===== src/rtl/mieu_pkg.sv =====
`default_nettype none
package mieu_pkg;

   localparam int QUEUE_DEPTH = 2;
   localparam int MD_STEPS = 64;

   localparam logic [63:0] RESET_PC = 64'h0000_0000_1fc0_0000;
   localparam logic [63:0] EXC_VECTOR = 64'h0000_0000_1fc0_0380;

   typedef logic [5:0] op_type;

   localparam op_type OP_SLL    = 6'd0;
   localparam op_type OP_SRL    = 6'd1;
   localparam op_type OP_SRA    = 6'd2;
   localparam op_type OP_JR     = 6'd3;
   localparam op_type OP_SYSCALL = 6'd4;
   localparam op_type OP_BREAK  = 6'd5;
   localparam op_type OP_MFHI   = 6'd6;
   localparam op_type OP_MTHI   = 6'd7;
   localparam op_type OP_MFLO   = 6'd8;
   localparam op_type OP_MTLO   = 6'd9;
   localparam op_type OP_MULT   = 6'd10;
   localparam op_type OP_MULTU  = 6'd11;
   localparam op_type OP_DIV    = 6'd12;
   localparam op_type OP_DIVU   = 6'd13;
   localparam op_type OP_ADD    = 6'd14;
   localparam op_type OP_AND    = 6'd15;
   localparam op_type OP_OR     = 6'd16;
   localparam op_type OP_XOR    = 6'd17;
   localparam op_type OP_NOR    = 6'd18;
   localparam op_type OP_SLT    = 6'd19;
   localparam op_type OP_SLTU   = 6'd20;
   localparam op_type OP_BLTZ   = 6'd21;
   localparam op_type OP_BGEZ   = 6'd22;
   localparam op_type OP_BLTZAL = 6'd23;
   localparam op_type OP_BGEZAL = 6'd24;
   localparam op_type OP_J      = 6'd25;
   localparam op_type OP_JAL    = 6'd26;
   localparam op_type OP_BEQ    = 6'd27;
   localparam op_type OP_BNE    = 6'd28;
   localparam op_type OP_ADDI   = 6'd29;
   localparam op_type OP_SLTI   = 6'd30;
   localparam op_type OP_SLTIU  = 6'd31;
   localparam op_type OP_LUI    = 6'd32;
   localparam op_type OP_LW     = 6'd33;
   localparam op_type OP_LB     = 6'd34;
   localparam op_type OP_SW     = 6'd35;
   localparam op_type OP_SB     = 6'd36;
   localparam op_type OP_UNIMP  = 6'd37;
   localparam op_type OP_LDRET  = 6'd38;

   localparam logic [2:0] MEM_NONE    = 3'd0;
   localparam logic [2:0] MEM_RD_WORD = 3'd1;
   localparam logic [2:0] MEM_RD_BYTE = 3'd2;
   localparam logic [2:0] MEM_WR_WORD = 3'd3;
   localparam logic [2:0] MEM_WR_BYTE = 3'd4;

   localparam logic [1:0] EXC_NONE     = 2'd0;
   localparam logic [1:0] EXC_SYS_TRAP = 2'd1;
   localparam logic [1:0] EXC_BRK_TRAP = 2'd2;
   localparam logic [1:0] EXC_UNIMP    = 2'd3;

   typedef struct packed {
      op_type      op;
      logic [31:0] word;
      logic [31:0] load_data;
   } item_type;

   function automatic logic [31:0] swap32(input logic [31:0] v);
      swap32 = {v[7:0], v[15:8], v[23:16], v[31:24]};
   endfunction

endpackage
`default_nettype wire


===== src/rtl/mieu_front.sv =====
`default_nettype none
module mieu_front (
   input  wire logic              clock,
   input  wire logic              reset,
   input  wire logic              req_valid,
   output logic                   req_ready,
   input  wire logic              req_command,
   input  wire logic [31:0]       req_instr_word,
   input  wire logic [31:0]       req_load_data,
   output logic                   push,
   output mieu_pkg::item_type     push_item,
   input  wire logic              full
);
   import mieu_pkg::*;

   function automatic op_type classify(input logic cmd, input logic [31:0] w);
      op_type r;
      r = OP_UNIMP;
      if (cmd) begin
         r = OP_LDRET;
      end else begin
         case (w[31:26]) inside
            6'h00: begin
               case (w[5:0])
                  6'h00: r = OP_SLL;
                  6'h02: r = OP_SRL;
                  6'h03: r = OP_SRA;
                  6'h08: r = OP_JR;
                  6'h0C: r = OP_SYSCALL;
                  6'h0D: r = OP_BREAK;
                  6'h10: r = OP_MFHI;
                  6'h11: r = OP_MTHI;
                  6'h12: r = OP_MFLO;
                  6'h13: r = OP_MTLO;
                  6'h18: r = OP_MULT;
                  6'h19: r = OP_MULTU;
                  6'h1A: r = OP_DIV;
                  6'h1B: r = OP_DIVU;
                  6'h20: r = OP_ADD;
                  6'h24: r = OP_AND;
                  6'h25: r = OP_OR;
                  6'h26: r = OP_XOR;
                  6'h27: r = OP_NOR;
                  6'h2A: r = OP_SLT;
                  6'h2B: r = OP_SLTU;
                  default: r = OP_UNIMP;
               endcase
            end
            6'h01: begin
               case (w[20:16])
                  5'h00: r = OP_BLTZ;
                  5'h01: r = OP_BGEZ;
                  5'h10: r = OP_BLTZAL;
                  5'h11: r = OP_BGEZAL;
                  default: r = OP_UNIMP;
               endcase
            end
            6'h02: r = OP_J;
            6'h03: r = OP_JAL;
            6'h04: r = OP_BEQ;
            6'h05: r = OP_BNE;
            6'h08, 6'h09: r = OP_ADDI;
            6'h0A: r = OP_SLTI;
            6'h0B: r = OP_SLTIU;
            6'h0F: r = OP_LUI;
            6'h20: r = OP_LB;
            6'h23: r = OP_LW;
            6'h28: r = OP_SB;
            6'h2B: r = OP_SW;
            default: r = OP_UNIMP;
         endcase
      end
      return r;
   endfunction

   assign req_ready = !full && !reset;
   assign push = req_valid && req_ready;

   always_comb begin
      push_item.op = classify(req_command, req_instr_word);
      push_item.word = req_instr_word;
      push_item.load_data = req_load_data;
   end

   // ready must be low during reset
   assert property (@(posedge clock) reset |-> !push)
      else $error("push during reset");

endmodule
`default_nettype wire


===== config.mk =====
export PLATFORM = sky130hd
export DESIGN_NAME = mieu_front
export DESIGN_NICKNAME = d
export VERILOG_FILES = /design/src/rtl/mieu_pkg.sv /design/src/rtl/mieu_front.sv
export SDC_FILE = /design/constraint.sdc
export NUM_CORES = 1
export LEC_CHECK = 0
export BUFFER_PORTS_ARGS = -buffer_cell sky130_fd_sc_hd__buf_2
export CELL_PAD_IN_SITES_DETAIL_PLACEMENT = 1
export CELL_PAD_IN_SITES_GLOBAL_PLACEMENT = 2
export CORE_ASPECT_RATIO = 2
export CORE_MARGIN = 4
export CORE_UTILIZATION = 16
export DETAILED_ROUTE_END_ITERATION = 7
export PLACE_DENSITY = 0.95
export SLEW_MARGIN = 0
export SYNTH_ARGS = -nofsm -noshare
export SYNTH_HDL_FRONTEND = slang
export SYNTH_SLANG_ARGS = --single-unit

===== constraint.sdc =====
create_clock -name vclk -period 4
set_input_delay 0.2 -clock vclk [all_inputs]
set_output_delay 0.2 -clock vclk [all_outputs]
set_load 0.005 [all_outputs]

# --- After elaboration in Yosys (flattened, before gate mapping) ---
# Memories as Yosys holds them, arrays and structs flattened.
# Index checks and enable logic that the tools add are counted.
classes:
  n_mux: 16
  reduce_logical: 7
  n_eq_ne: 17
ops:
  columns: ["cell", "n"]
  rows:
  - ["$mux 6", 10]
  - ["$eq 6x4->1 const B", 5]
  - ["$eq 6x6->1 const B", 4]
  - ["$pmux 6 s4", 1]
  - ["$mux 3", 5]
  - ["$eq 6x2->1 const B", 2]
  - ["$eq 6x3->1 const B", 2]
  - ["$eq 5x5->1 const B", 2]
  - ["$eq 6x1->1 const B", 1]
  - ["$logic_not 6->1", 1]
  - ["$eq 5x1->1 const B", 1]
  - ["$logic_not 5->1", 1]
  - ["$logic_and 1x1->1", 2]
  - ["$logic_not 1->1", 2]
  - ["$reduce_or 2->1", 1]
word_totals:
  mem_count: 1
  mem_bits_ro: 384
  word_cells: 41
  input_bits: 69
  reg_bits: 0
  output_inout_bits: 72
mem_list:
  columns: ["memory", "words", "word_bits", "rd", "rd_clocked_by_memory_dff", "wr", "line", "source"]
  rows:
  - ["(name not given)", 64, 6, 1, 0, 0, "mieu_front.sv:24", "case (w[5:0])"]

# --- Longest topological paths before layout ---
logic_depth:
  ltp_word: 16
  ltp_mapped: 6
  ltp_nobuf: 6

# --- Least setup slack after synthesis ---
# Ideal clock, no wire load.
synth_path:
  path_type: "in2out"
  from: "input req_instr_word[0]"
  to: "output push_item[65] (netlist name)"
  t_required_ps: 3800
  path_stages: 6
  arrival_ps: 1453
  setup_slack_ps: 2347
  cell_sequence: "inv_1 -> ha_1 -> nor2b_1 -> o311ai_0 -> a21oi_1 -> or4_1"
synth_lines:
  columns: ["element", "line", "source"]
  rows:
  - ["from (decl)", "mieu_front.sv:8", "input wire logic [31:0] req_instr_word,"]
  - ["to (decl)", "mieu_front.sv:11", "output mieu_pkg::item_type push_item,"]

==> summary.md <==
| Metric | Value |
|---|---|
| Outcome | `finished clean` |
| Leakage power total | `0.409 nW` |
| Slew at the pin closest to its max-slew limit | `roughly 570 ps` |
| Via count normalized by instance count | `4.47` |
| Detailed Route Iter0 Violations | `41` |
| Number of antenna diodes | `0` |
| CP Max Fanout | `9` |
| # clk buffers | `0` |
| Post-cts sizing count | `0` |
| Global-route wire length before repair | `5080 um` |
| Routed len/inst | `approximately 16 um` |
| Kind of end point of the critical path | `primary output` |
| Arrival time reported for the critical path endpoint | `1980 ps` |
| Highest-count cells in the layout ignoring fill and taps | `46 x buf_2, 11 x nor2_1, 7 x nand2_1, 6 x a21oi_1` |
| Synthesized area per cell | `7.09 um^2` |
| Class of the most critical hold timing path | `input pin to primary output` |
| Sum of negative setup slack | `0 ps` |
| Proportion of layout cells with a drive suffix above 1 | `39.3%` |
| Maximum clock frequency | `~0.46 GHz` |
| Startpoint-to-endpoint class of the critical path | `input pin to primary output` |
| Detail Placement HPWL | `2990 um` |
| Post-route DRC | `0` |
| Final wirelength | `3630 um` |
| Initial antenna violation count | `0` |
| Area of all sequential standard cells | `0 um^2` |
| Most frequent standard cell in the layout excluding fill and tap cells | `buf_2` |
| Max rail drop VDD | `0.0196 mV` |
| Number of buffers added on ports | `46` |
| Number of detailed-routing iterations run before antenna repair | `2` |
| Hold Worst Slack | `400 ps` |
| Number of endpoints with negative hold slack in the final report | `0` |
| Fin. max-slew vios | `0` |
| Hold worst-path end | `push_item[18]` |
| Crit path time final | `2180 ps` |
| Die width | `68.7 um` |
| Post-detailed-route count of antenna-violating nets | `0` |
| Number of rows in the core area | `44` |
| Total number of nets in the final design | `215` |
| Pin count of the biggest net entering global routing | `19` |
| Required time at the endpoint of the critical path | `3800 ps` |
| Overflow left after global routing | `0` |
| CORE AREA | `7210 um^2` |
| Maximum Capacitance Violations | `0` |
| Global routing usage summed across all routing layers | `7.39%` |
| GP Congestion | `0.700` |
| Starting Density | `16.3%` |
| Unrepaired setup endpoints after global routing | `false` |
| Sequential share of the synthesized area | `0%` |
| Synth-to-Final Area Change | `-15.2%` |
| Fillers | `897` |
| Height of the chip | `129 um` |
| I/O pin count | `between 100 and 150` |
| Post-route clock period utilization | `54.5%` |
| Number of post-CTS setup repair buffers | `0` |
| Count of endpoints failing setup in the final report | `0` |
| Number of vias in the routed layout | `between 1000 and 1500` |
| Startpoint of the lowest-slack hold path | `req_load_data[18]` |
| Via count of the first global-routing pass | `1016` |
| Number of hold buffers added after CTS | `0` |
| Number of flip-flops and latches | `0` |
| Total nets after synthesis | `239` |
| Synth warn | `0` |
| Hold path cells | `0` |
| Cell area after synthesis | `roughly 1200 um^2` |
| Total power per unit cell area | `87.2 nW/um^2` |
| Post-synthesis instance total | `between 150 and 200` |
| Number of distinct standard cells referenced by the synthesized netlist | `45` |
| Slew HR | `61.2%` |
| Die Area | `8880 um^2` |
| Setup crit start kind | `input pin` |
==> report_power, final <==
part / switching, mW / internal (mW) / total, mW
sequential: 0 / 0 / 0
combinational: 0.0510 / 0.0361 / 0.0871
clock: 0 / 0 / 0
total: 0.0510 / 0.0361 / 0.0871
==> final cells by class <==
| type | count | area, um^2 | share of cell area [%] |
|---|---|---|---|
| Multi-Input combinational cell | 89 | 634 | 63.5 |
| Timing Repair Buffer | 46 | 230 | 23.1 |
| Tap cell | 92 | 115 | 11.5 |
| Inverter | 5 | 18.8 | 1.88 |
==> critical path: stages <==
cell and delay [ps]:
buf_2 200, inv_1 90, ha_1 280, nor2b_1 190, o311ai_0 330, a21oi_1 140, or4_1 390, buf_2 140
==> worst max-delay path by stage <==
stage | from | to | slack [ps] | depth (start not counted)
floorplan | req_instr_word[0] | push_item[65] | 2350 | 6
global placement | req_instr_word[1] | push_item[65] | 1860 | 8
detailed placement | req_instr_word[1] | push_item[65] | 1820 | 8
CTS | req_instr_word[1] | push_item[65] | 1800 | 8
global route | req_instr_word[1] | push_item[65] | 1640 | 8
finish | req_instr_word[1] | push_item[65] | 1820 | 8
==> cells in the mapped netlist, drive strengths merged (2+ instances only) <==
master	count	area (um^2)
ha	4	50.1
a211oi	2	15.0
clkbuf	2	7.51
buf	70	517
a21oi	6	30.0
xnor2	2	17.5
nor3	3	20.0
nand2b	2	12.5
o22ai	2	12.5
nor2	11	41.3
nor3b	2	15.0
or4	4	35.0
nor2b	2	12.5
a31oi	5	31.3
o21ai	5	25.0
and2	2	12.5
nand4b	4	35.0
o211ai	2	15.0
nor4	2	33.8
inv	5	18.8
a21o	4	30.0
xor2	2	17.5
nand2	7	26.3
==> metal layers <==
metal / GRT usage, % / vias up / share of wire (%)
met5: 0 / - / 0
met4: 5.39 / 0 / 7.4
met3: 0.347 / 42 / 9.5
met2: 14.4 / 54 / 50
met1: 6.62 / 474 / 33
li1: - / 468 / -
==> metrics by stage <==
| stage | std cells | power (mW) | cell area, um^2 | worst slack, ps | utilization [%] |
|---|---|---|---|---|---|
| 6_report | 232 | 0.0871 | 998 | 1820 | 13.8 |
| 5_1_grt | 232 | 0.0971 | 998 | 1640 | 13.8 |
| 3_3_place_gp | 232 | 0.0853 | 998 | 1860 | 13.8 |
| 3_5_place_dp | 232 | 0.0886 | 998 | 1820 | 13.8 |
| 2_1_floorplan | 166 | 0.0977 | 1180 | 2350 | - |
| 4_1_cts | 232 | 0.0890 | 998 | 1800 | 13.8 |
==> logic make-up after synthesis <==
kind of cell	Yosys count	share of synthesized area [%]
AO/OA/AOI/OAI	36	21.3
XOR/XNOR	4	2.98
adder cells (fa/ha/maj)	4	4.25
buffers and inverters	77	46.1
multiplexers	2	1.81
AND/OR/NAND/NOR	43	23.6
(Power assumes the default switching activity.)
