## config.mk

```make
export PLATFORM = sky130hd
export DESIGN_NAME = mieu_queue
export DESIGN_NICKNAME = d
export VERILOG_FILES = /design/src/rtl/mieu_pkg.sv /design/src/rtl/mieu_queue.sv
export SDC_FILE = /design/constraint.sdc
export NUM_CORES = 1
export LEC_CHECK = 0
export BUFFER_PORTS_ARGS = -buffer_cell sky130_fd_sc_hd__buf_2
export CAP_MARGIN = 20
export CORE_MARGIN = 2
export CORE_UTILIZATION = 25
export CTS_CLUSTER_SIZE = 25
export DETAILED_ROUTE_END_ITERATION = 10
export PLACE_DENSITY = 0.51
export SYNTH_ARGS = -nofsm -noshare
export SYNTH_HDL_FRONTEND = slang
export SYNTH_SLANG_ARGS = --single-unit
```

## constraint.sdc

```tcl
create_clock -name clock -period 6 [get_ports clock]
set_input_delay 0.6 -clock clock [delete_from_list [all_inputs] [get_ports clock]]
set_output_delay 0.6 -clock clock [all_outputs]
set_load 0.01 [all_outputs]
```

## src/rtl/mieu_pkg.sv

```systemverilog
`default_nettype none
package mieu_pkg;

   localparam int QUEUE_DEPTH = 2;
   localparam int MD_STEPS = 64;

   localparam logic [63:0] RESET_PC = 64'h0000_0000_1fc0_0000;
   localparam logic [63:0] EXC_VECTOR = 64'h0000_0000_1fc0_0380;

   typedef logic [5:0] op_type;

   localparam op_type OP_SLL    = 6'd0;
   localparam op_type OP_SRL    = 6'd1;
   localparam op_type OP_SRA    = 6'd2;
   localparam op_type OP_JR     = 6'd3;
   localparam op_type OP_SYSCALL = 6'd4;
   localparam op_type OP_BREAK  = 6'd5;
   localparam op_type OP_MFHI   = 6'd6;
   localparam op_type OP_MTHI   = 6'd7;
   localparam op_type OP_MFLO   = 6'd8;
   localparam op_type OP_MTLO   = 6'd9;
   localparam op_type OP_MULT   = 6'd10;
   localparam op_type OP_MULTU  = 6'd11;
   localparam op_type OP_DIV    = 6'd12;
   localparam op_type OP_DIVU   = 6'd13;
   localparam op_type OP_ADD    = 6'd14;
   localparam op_type OP_AND    = 6'd15;
   localparam op_type OP_OR     = 6'd16;
   localparam op_type OP_XOR    = 6'd17;
   localparam op_type OP_NOR    = 6'd18;
   localparam op_type OP_SLT    = 6'd19;
   localparam op_type OP_SLTU   = 6'd20;
   localparam op_type OP_BLTZ   = 6'd21;
   localparam op_type OP_BGEZ   = 6'd22;
   localparam op_type OP_BLTZAL = 6'd23;
   localparam op_type OP_BGEZAL = 6'd24;
   localparam op_type OP_J      = 6'd25;
   localparam op_type OP_JAL    = 6'd26;
   localparam op_type OP_BEQ    = 6'd27;
   localparam op_type OP_BNE    = 6'd28;
   localparam op_type OP_ADDI   = 6'd29;
   localparam op_type OP_SLTI   = 6'd30;
   localparam op_type OP_SLTIU  = 6'd31;
   localparam op_type OP_LUI    = 6'd32;
   localparam op_type OP_LW     = 6'd33;
   localparam op_type OP_LB     = 6'd34;
   localparam op_type OP_SW     = 6'd35;
   localparam op_type OP_SB     = 6'd36;
   localparam op_type OP_UNIMP  = 6'd37;
   localparam op_type OP_LDRET  = 6'd38;

   localparam logic [2:0] MEM_NONE    = 3'd0;
   localparam logic [2:0] MEM_RD_WORD = 3'd1;
   localparam logic [2:0] MEM_RD_BYTE = 3'd2;
   localparam logic [2:0] MEM_WR_WORD = 3'd3;
   localparam logic [2:0] MEM_WR_BYTE = 3'd4;

   localparam logic [1:0] EXC_NONE     = 2'd0;
   localparam logic [1:0] EXC_SYS_TRAP = 2'd1;
   localparam logic [1:0] EXC_BRK_TRAP = 2'd2;
   localparam logic [1:0] EXC_UNIMP    = 2'd3;

   typedef struct packed {
      op_type      op;
      logic [31:0] word;
      logic [31:0] load_data;
   } item_type;

   function automatic logic [31:0] swap32(input logic [31:0] v);
      swap32 = {v[7:0], v[15:8], v[23:16], v[31:24]};
   endfunction

endpackage
`default_nettype wire

```

## src/rtl/mieu_queue.sv

```systemverilog
`default_nettype none
module mieu_queue #(
   parameter int Depth = mieu_pkg::QUEUE_DEPTH
) (
   input  wire logic               clock,
   input  wire logic               reset,
   input  wire logic               push,
   input  wire mieu_pkg::item_type push_item,
   output logic                    full,
   input  wire logic               pop,
   output mieu_pkg::item_type      pop_item,
   output logic                    empty
);
   import mieu_pkg::*;

   localparam int PtrW = (Depth > 1) ? $clog2(Depth) : 1;
   localparam int CntW = $clog2(Depth + 1);
   localparam logic [PtrW-1:0] PtrLast = PtrW'(Depth - 1);
   localparam logic [CntW-1:0] CntFull = CntW'(Depth);

   item_type entries_ff [Depth];
   logic [PtrW-1:0] wr_ptr_ff, wr_ptr_in;
   logic [PtrW-1:0] rd_ptr_ff, rd_ptr_in;
   logic [CntW-1:0] count_ff, count_in;

   assign full = (count_ff == CntFull);
   assign empty = (count_ff == '0);
   assign pop_item = entries_ff[rd_ptr_ff];

   always_comb begin
      wr_ptr_in = wr_ptr_ff;
      rd_ptr_in = rd_ptr_ff;
      count_in = count_ff;
      if (push) begin
         wr_ptr_in = (wr_ptr_ff == PtrLast) ? '0 : wr_ptr_ff + 1'b1;
      end
      if (pop) begin
         rd_ptr_in = (rd_ptr_ff == PtrLast) ? '0 : rd_ptr_ff + 1'b1;
      end
      if (push && !pop) begin
         count_in = count_ff + 1'b1;
      end else if (pop && !push) begin
         count_in = count_ff - 1'b1;
      end
   end

   always_ff @(posedge clock) begin
      if (reset) begin
         wr_ptr_ff <= '0;
         rd_ptr_ff <= '0;
         count_ff <= '0;
      end else begin
         wr_ptr_ff <= wr_ptr_in;
         rd_ptr_ff <= rd_ptr_in;
         count_ff <= count_in;
      end
   end

   always_ff @(posedge clock) begin
      if (push) begin
         entries_ff[wr_ptr_ff] <= push_item;
      end
   end

   assert property (@(posedge clock) disable iff (reset) full |-> !push)
      else $error("push into full queue");
   assert property (@(posedge clock) disable iff (reset) empty |-> !pop)
      else $error("pop from empty queue");
   assert property (@(posedge clock) disable iff (reset)
      (push && !pop) |=> (count_ff == $past(count_ff) + 1'b1))
      else $error("queue count lost a push");

endmodule
`default_nettype wire

```

Yosys cells after proc, flatten, opt, wreduce, memory -nomap -nowiden
Memory sizes are Yosys's and may differ from the RTL's. A register that Yosys moved wholly into a read port is not among the register bits.
Index checks and enable logic that the tools add are counted.
Word-level totals
  RAM bits: 140
  flip-flop bits (word level): 4
  word-level logic and storage cells: 23
  memories kept: 1
Operators by class
  $add $sub $neg: 4
  reductions and logical operators: 6
  muxes and demuxes: 8
  equal/unequal tests: 1
Memory list
  entries_ff: depth 2, bits a word 70, rd ports 1, clocked after Yosys merged registers in 1, wr ports 1, RTL line mieu_queue.sv:21  | item_type entries_ff [Depth];
Operators by type and width (number)
  2-to-1 mux 1 bit: 6
  2-to-1 mux 2 bit: 2
  adder 1 bit (second input constant): 2
  adder 2 x 1 -> 2 bit (second input constant): 1
  equality test 2 bit (second input constant): 1
  logical AND 1 bit: 2
  logical NOT 1 bit: 2
  logical NOT 2 bit: 1
  nonzero test 2 bit: 1
  subtractor 2 x 1 -> 2 bit (second input constant): 1

Depth between registers and ports, before layout
Gate-level depths: netlist of the first run.
  word-level depth: 4
  depth in mapped cells: 5

Worst setup path before layout of the first run
OpenSTA, ideal clock, no wires.
  kind: input -> register
  start point: input push
  end point: memory entries_ff[0][0] in the netlist's numbering, enable pin
  data arrival time: 3671 ps
  required time: 5493 ps
  library setup time: 507 ps
  buffers on the path: 0
  cell stages on the path: 1
  path slack: 1822 ps
  cells stage by stage: nor2b_1
Between the ends
  longest elaborated chain between the ends: 2
Ends and longest elaborated chain
  start, declared: RTL line mieu_queue.sv:7  | input wire logic push,
  2-to-1 mux 1 bit: RTL line mieu_queue.sv:60  | if (push) begin
  2-to-1 mux 1 bit (implied by the code): RTL line mieu_queue.sv:61  | entries_ff[wr_ptr_ff] <= push_item;
  end, declared: RTL line mieu_queue.sv:21
Every way passes these cells.

==> results of run 1 <==
[cell families after synthesis]
family | share of synthesized area
adders and majority gates | 0.00237
AOI/OAI and AO/OA | 0.00189
muxes | 0.149
and+or+nand+nor | 0.00876
DFF | 0.815
buffers and inverters | 0.0166
xor gates and xnor gates | 0.00663
[sequential cells by signal, summed over array words and instances (netlist names), named ones only]
register / cells
rd_ptr_ff: 1
entries_ff: 140
wr_ptr_ff: 1
count_ff: 2
[layout by cell type, fill, tap and decap left out, drive strengths merged]
master / instances
a21oi: 1
and2: 1
and2b: 1
buf: 146
bufinv: 2
clkbuf: 18
clkinv: 8
clkinvlp: 1
dfxtp: 5
diode: 1
edfxtp: 140
ha: 1
inv: 4
mux2: 70
nor2: 5
nor2b: 1
o21ai: 1
or3: 1
xnor2: 2
xor2: 2
[report_power, final]
part,switching (uW),internal [uW],leakage (uW)
Combinational,111,111,0.000897
Clock,403,610,0.000280
Sequential,33.0,1180,0.00136
[per-layer routing]
layer	vias to the layer above	wire, um	part of all wire
met5	-	0	0
met2	92	5140	0.51
li1	1260	-	-
met4	0	178	0.018
met3	15	617	0.061
met1	1322	4180	0.41
[layout make-up]
class                      count  share of cell area
antenna                        1            0.000365
clock inverter                14              0.0202
clock buffer                  18              0.0625
sequential                   145               0.628
multi-input combinational     86               0.131
tap                          275              0.0501
timing repair buffer         146               0.107
inverter                       1            0.000547
[worst max-delay path: stages (launching register included)]
cell and delay [ns]:
dfxtp_4 0.99, mux2_2 0.44, buf_2 0.15
[worst max path at each step]
stage / cells past startpoint / startpoint / end
2_1_floorplan: 1 / push / entries_ff[0][0]$_DFFE_PP_
3_3_place_gp: 3 / push / entries_ff[0][43]$_DFFE_PP_
3_5_place_dp: 3 / push / entries_ff[0][23]$_DFFE_PP_
4_1_cts: 2 / flop / pop_item[20]
5_1_grt: 2 / flop / pop_item[20]
6_report: 2 / flop / pop_item[20]
[stage by stage]
stage                     utilization  setup WS (ns)  instance area (um^2)  hold WS [ns]  cells
after floorplan                     -           1.82                  5280         0.461    240
after global placement          0.301           3.42                  6290         0.482    653
after detailed placement        0.301           3.36                  6290         0.506    653
after CTS                       0.328           3.28                  6860         0.350    685
after global routing            0.328           3.23                  6860         0.346    685
final                           0.328           3.38                  6860         0.364    686
==> results.tsv, run 1 <==
metric	value	unit
status	complete, no violations	
fmax	382	MHz
num-fill-cells	2059	
r2r_slack	3.87	ns
grt_pass1_wl	15300	um
synth_cells	240	
synth_seq_area_share	0.815	
grt_max_degree	71	
setup_violations	0	
dp_hpwl	6350	um
wirelength	10100	um
min_path_cells	1	
yosysUniqueCellTypes	16	
num_rows	53	
fp.dieArea	22300	um^2
power_leakage	0.00253	uW
critical_path_arrival	2.02	ns
overflow	0	
yosysTopAreaCell	edfxtp_1	
ff2ff_path_depth	2	
die_w	149	um
fin_nets	472	
grt-busiest-layer	met2	
fp.dieH	149	um
first_iter_violations	102	
synthToLayoutAreaGrowth	29.9	%
ctsHtreeMaxLevel	4	
yosys.area.top_type_share	0.796	
use_met2	0.158	
startpoint_type	flop	
postCtsHoldBufs	0	
fin_crit_sh	0.436	
synth-edff-count	140	
synthArstFlopShare	0	
min_from	push_item[68]	
cp.required	5.40	ns
r2r-end	entries_ff[0][39]$_DFFE_PP_	
rsz0062_at_grt	false	
grt.total_usage	0.0928	
post_cts_resized	0	
clkLatencyLatePin	0.42	ns
hold_end	entries_ff[1][68]$_DFFE_PP_	
finalPower	2450	uW
syn_area	5280	um^2
cts.sink_count	145	
worstSetupPathType	flop to output port	
antenna_found_initial	1	
crit_path_end_kind	output port	
path_clk_slew	0.06	ns
vdd_drop_max	0.000181	V
cts_buffers	17	
pin_count	146	
drtPass1Iterations	4	
drc	0	
worst_pin_slew	1.03	ns
synthFlopType	edfxtp_1	
cts-root-buf	clkbuf_16	
min_period	2.62	ns
via_per_inst	3.92	
synthTopCellsByArea	edfxtp_1, mux2_2, dfxtp_1, buf_6, nor2_1	
hp-class	input port to flop	
synth-seq-cells	145	
synth_top_cells_by_count	edfxtp_1, mux2_2, buf_6	
grt_util_met3	0.0367	
syn_nets	315	
port-buffer-count	145	
drv_cap	0	
gp_congestion	0.660	
synth_area_per_cell	22.0	um^2
fin_setup_tns	0	ns
core_area	20900	um^2
fin_skew	0.0124	ns
grt_pass1_vias	2968	
multi_input_area	902	um^2
cp_max_fo	70	
cts_tree	built	
ant_nets	0	
register_area	4310	um^2
wl_per_cell	14.7	um
vias	2689	
max_slew_margin	0.313	
start_util	0.253	
ys_warn_count	0	
max-clock-path-buffers	2	
use_met1	0.102	
finalHoldViolCount	0	
maxSlewViolCount	0	
drive_gt1_frac	0.607	
rr_startpoint	wr_ptr_ff$_SDFFE_PP0P_	
cts_setup_buffers	0	
yosysMostFrequentCell	edfxtp_1	
power.density	357	nW/um^2
Note: power is estimated with default switching activity, not from simulation.
==> run 2, diff against run 1 <==
clock period = 2.55 ns   (was 6 ns; I/O delays follow)
==> run 2 against run 1 <==
Die area unchanged. Sequential share of layout area down 0.56 points. Clock power up 150%. Critical path type unchanged. Critical endpoint is now pop_item[35].
==> results.tsv, run 2 (synthesized netlist as in run 1, its figures left out) <==
metric	value	unit
pin_count	146	
cts.sink_count	145	
fin_nets	474	
cts-root-buf	clkbuf_16	
critPathBufInv	2	
hp-class	input port to flop	
core_area	20900	um^2
postCtsHoldBufs	0	
drv_cap	0	
wl_per_cell	15.0	um
cts_tree	built	
ctsHtreeMaxLevel	4	
cts_buffers	17	
finalHoldViolCount	0	
worstSetupPathType	flop to output port	
vdd_drop_max	0.000416	V
worst_pin_slew	0.532	ns
antenna_found_initial	0	
first_iter_violations	62	
fp.dieH	149	um
grt.total_usage	0.0964	
power_leakage	0.00255	uW
dp_hpwl	6430	um
clkLatencyLatePin	0.41	ns
grt_pass1_wl	15800	um
fmax	463	MHz
num_rows	53	
slowest_delay	0.61	ns
layout_commonest_cell	buf_2	
cp.required	2.30	ns
rsz0062_at_grt	false	
hold_slack	0.0321	ns
path_clk_slew	0.06	ns
crit_chain	buf_12, mux2_2, buf_2	
max-clock-path-buffers	2	
port-buffer-count	145	
crit_path_end_kind	output port	
drive_gt1_frac	0.597	
overflow	0	
min_from	push_item[47]	
gp_congestion	0.673	
largest_register_ffs	140	
critical_path.top_delay_family	flip-flops	
via_per_inst	3.97	
start_util	0.253	
wirelength	10300	um
max_slew_margin	0.645	
critical_path_arrival	1.91	ns
fin_skew	0.00847	ns
power.density	849	nW/um^2
largestRegisters	entries_ff: 140 flops, count_ff: 2 flops	
critPathSlowestCell	dfxtp_4	
num_antenna_cells	0	
fin_setup_tns	0	ns
post_cts_resized	0	
setup_violations	0	
cp_max_fo	42	
ant_nets	0	
drtPass1Iterations	4	
maxSlewViolCount	0	
finalPower	5880	uW
grt_pass1_vias	2950	
min_period	2.16	ns
status	complete, no violations	
largest-register	entries_ff	
rr_startpoint	wr_ptr_ff$_SDFFE_PP0P_	
vias	2717	
layout.cells.most_common_list	buf_2, edfxtp_1, mux2_2	
grt_max_degree	71	
die_w	149	um
cts_setup_buffers	0	
fin_crit_sh	0.848	
drc	0	
synthToLayoutAreaGrowth	31.0	%
fp.dieArea	22300	um^2
startpoint_type	flop	
-- run 2: changes by cell type in the layout (fill, tap and decap cells not counted) --
cell       before  now
buf_12          0    3
buf_4           1    0
bufinv_16       2    4
clkbuf_1        1    4
clkinv_1        2    3
clkinv_2        4    0
clkinv_4        2    0
diode_2         1    0
inv_6           3    0
-- run 2: worst paths after layout --
check / to / slack [ns] / cells past startpoint
setup / recovery: pop_item[35] / 0.39 / 3
hold / removal: entries_ff[1][47]$_DFFE_PP_ / 0.03 / 1
setup reg to reg: entries_ff[1][24]$_DFFE_PP_ / 0.95 / 2
hold reg to reg: rd_ptr_ff$_SDFFE_PP0P_ / 0.51 / 2
-- run 2: cell type report --
type,instances,area [um^2]
timing repair buffer,148,786
clock inverter,8,139
clock buffer,21,440
multi-input combinational,86,902
tap,275,344
inverter,1,3.75
fill,2055,14000
sequential,145,4310
-- run 2: metrics by stage --
| stage | utilization | setup slack [ns] | std cells | area [um^2] |
|---|---|---|---|---|
| floorplan | - | 0.0602 | 240 | 5290 |
| global placement | 0.304 | 0.792 | 655 | 6340 |
| detailed placement | 0.304 | 0.775 | 655 | 6340 |
| CTS | 0.331 | 0.313 | 684 | 6920 |
| global route | 0.331 | 0.235 | 684 | 6920 |
| finish | 0.331 | 0.388 | 684 | 6920 |
-- run 2: layer usage --
metal | up-vias | global-route usage | part of all wire
met5 | - | 0 | 0
met4 | 0 | 0.0400 | 0.013
met3 | 9 | 0.0355 | 0.053
met2 | 84 | 0.157 | 0.50
met1 | 1364 | 0.115 | 0.43
li1 | 1260 | - | -
-- run 2: power breakdown --
part	internal [uW]	leakage (uW)	switching [uW]	total [uW]
combinational	273	0.000918	289	562
clock	1610	0.000276	873	2480
sequential	2780	0.00136	52.4	2830
-- run 2: worst register-to-register path, stage by stage (launching register included) --
cell	delay, ns
dfxtp_1	0.41
and2_4	0.50
buf_12	0.36
==> run 3, diff against run 2 <==
PLACE_DENSITY = 0.53   (was 0.51)
clock period = 1.8 ns   (was 2.55 ns; I/O delays follow)
==> run 3 against run 2 <==
Clock-buffer cell count increased by 6. Critical path depth unchanged. Sequential share of layout area decreased by 5.9 points. Combinational power increased by 69%. First-iteration DRC count increased by 50%. Non-clock buffer count increased by 72. Global-route usage about the same.
==> results.tsv, run 3 (synthesized netlist as in run 1, its figures left out) <==
metric	value	unit
status	complete, no violations	
largest_register_ffs	140	
via_per_inst	3.97	
ctsHtreeMaxLevel	4	
pwr-share-clk	0.405	
critPathSlowestCell	dfxtp_4	
hold_slack	0.0507	ns
grt.total_usage	0.0961	
vdd_drop_max	0.000615	V
multi_input_area	902	um^2
num_antenna_cells	0	
clkLatencyLatePin	0.41	ns
setup_violations	0	
worst_pin_slew	0.419	ns
seqPwrFrac	0.481	
worstSetupPathType	flop to output port	
layout.cells.most_common_list	buf_2, edfxtp_1, dlygate4sd3_1	
startpoint_type	flop	
crit_chain	buf_16, mux2_2, buf_2	
slowest_delay	0.38	ns
cts_tree	built	
vias	3012	
drtPass1Iterations	4	
p_comb_frac	0.114	
ant_nets	0	
wl_per_cell	13.7	um
hp-class	input port to flop	
drive_gt1_frac	0.512	
port-buffer-count	145	
register_area	4310	um^2
power.density	1090	nW/um^2
die_w	149	um
cts_buffers	17	
power_leakage	0.00285	uW
fp.dieH	149	um
fin_crit_sh	0.975	
grt_pass1_wl	15900	um
drv_cap	0	
cts_setup_buffers	0	
grt_pass1_vias	3193	
wirelength	10400	um
fp.dieArea	22300	um^2
drc	0	
gp_congestion	0.660	
setup_slack	0.0457	ns
pre_cts_slack	0.493	ns
core_area	20900	um^2
num_rows	53	
cts.sink_count	145	
start_util	0.253	
min_period	1.75	ns
dp_hpwl	6190	um
fin_area	7650	um^2
largest-register	entries_ff	
p_sw	1750	uW
internal_power	6550	uW
pin_count	146	
grt_max_degree	71	
place_area	6360	um^2
overflow	0	
first_iter_violations	93	
fin_nets	546	
fin_skew	0.00914	ns
crit_path_end_kind	output port	
finalHoldViolCount	0	
critical_path_arrival	1.57	ns
antenna_found_initial	0	
max_slew_margin	0.721	
maxSlewViolCount	0	
cp.required	1.62	ns
layout_commonest_cell	buf_2	
cp_max_fo	38	
p_sw_frac	0.211	
cts-root-buf	clkbuf_16	
num-fill-cells	1961	
rsz0062_at_grt	true	
path_clk_slew	0.06	ns
max-clock-path-buffers	2	
synthToLayoutAreaGrowth	44.7	%
largestRegisters	entries_ff: 140 flops, count_ff: 2 flops	
fmax	570	MHz
run 3: changes by cell type in the layout (fill, tap and decap cells not counted), sizes merged:
cell and delta:
clkinvlp +1, bufinv -2, buf +1, clkinv -2, clkbuf +6, dlygate4sd3 +71
run 3: timing repair:
action | CTS | global route
resized for setup | 0 | 1
endpoints found under the hold margin | 145 | 0
endpoints found under the setup margin | 0 | 11
hold buffers | 71 | 0
run 3: power groups by stage:
stage | sequential, uW | combinational [uW] | clock (uW)
after floorplan | 4040 | 488 | 0
after global placement | 4050 | 829 | 0
after detailed placement | 4060 | 842 | 0
after CTS | 3990 | 968 | 3510
after global routing | 4010 | 1040 | 3640
final | 3990 | 949 | 3360
run 3: critical path, delay by kind of cell, from the launching register on:
family,cells,cell delay (ns)
flops,1,0.38
mux,1,0.38
buf+inv,2,0.36
run 3: layout make-up:
cell class | count | area share
flip-flops and latches | 145 | 0.564
inverters | 1 | 0.000491
clock inverters | 5 | 0.0105
clock buffers | 27 | 0.0632
repair buffers | 220 | 0.199
multi-input cells | 86 | 0.118
well taps | 275 | 0.0450
run 3: worst paths after layout:
check | start | to | slack [ns] | cells after the start
max | flop | pop_item[11] | 0.05 | 3
min | pop | rd_ptr_ff$_SDFFE_PP0P_ | 0.05 | 3
max reg2reg | wr_ptr_ff$_SDFFE_PP0P_ | entries_ff[1][17]$_DFFE_PP_ | 0.54 | 2
min reg2reg | rd_ptr_ff$_SDFFE_PP0P_ | rd_ptr_ff$_SDFFE_PP0P_ | 0.52 | 2
run 3: per-stage QoR:
stage	setup TNS (ns)	util	power, uW	instances
2_1_floorplan	0	-	4530	240
3_3_place_gp	0	0.305	4880	656
3_5_place_dp	0	0.305	4900	656
4_1_cts	0	0.366	8460	759
5_1_grt	-0.0937	0.366	8680	759
6_report	0	0.366	8300	759
run 3: layer usage:
metal  up-vias  global-route usage  wire length, um
li1       1409                   -                -
met1      1493               0.104             4240
met2        96               0.165             5390
met3        14              0.0370              599
met4         0              0.0457              150
met5         -                   0                0
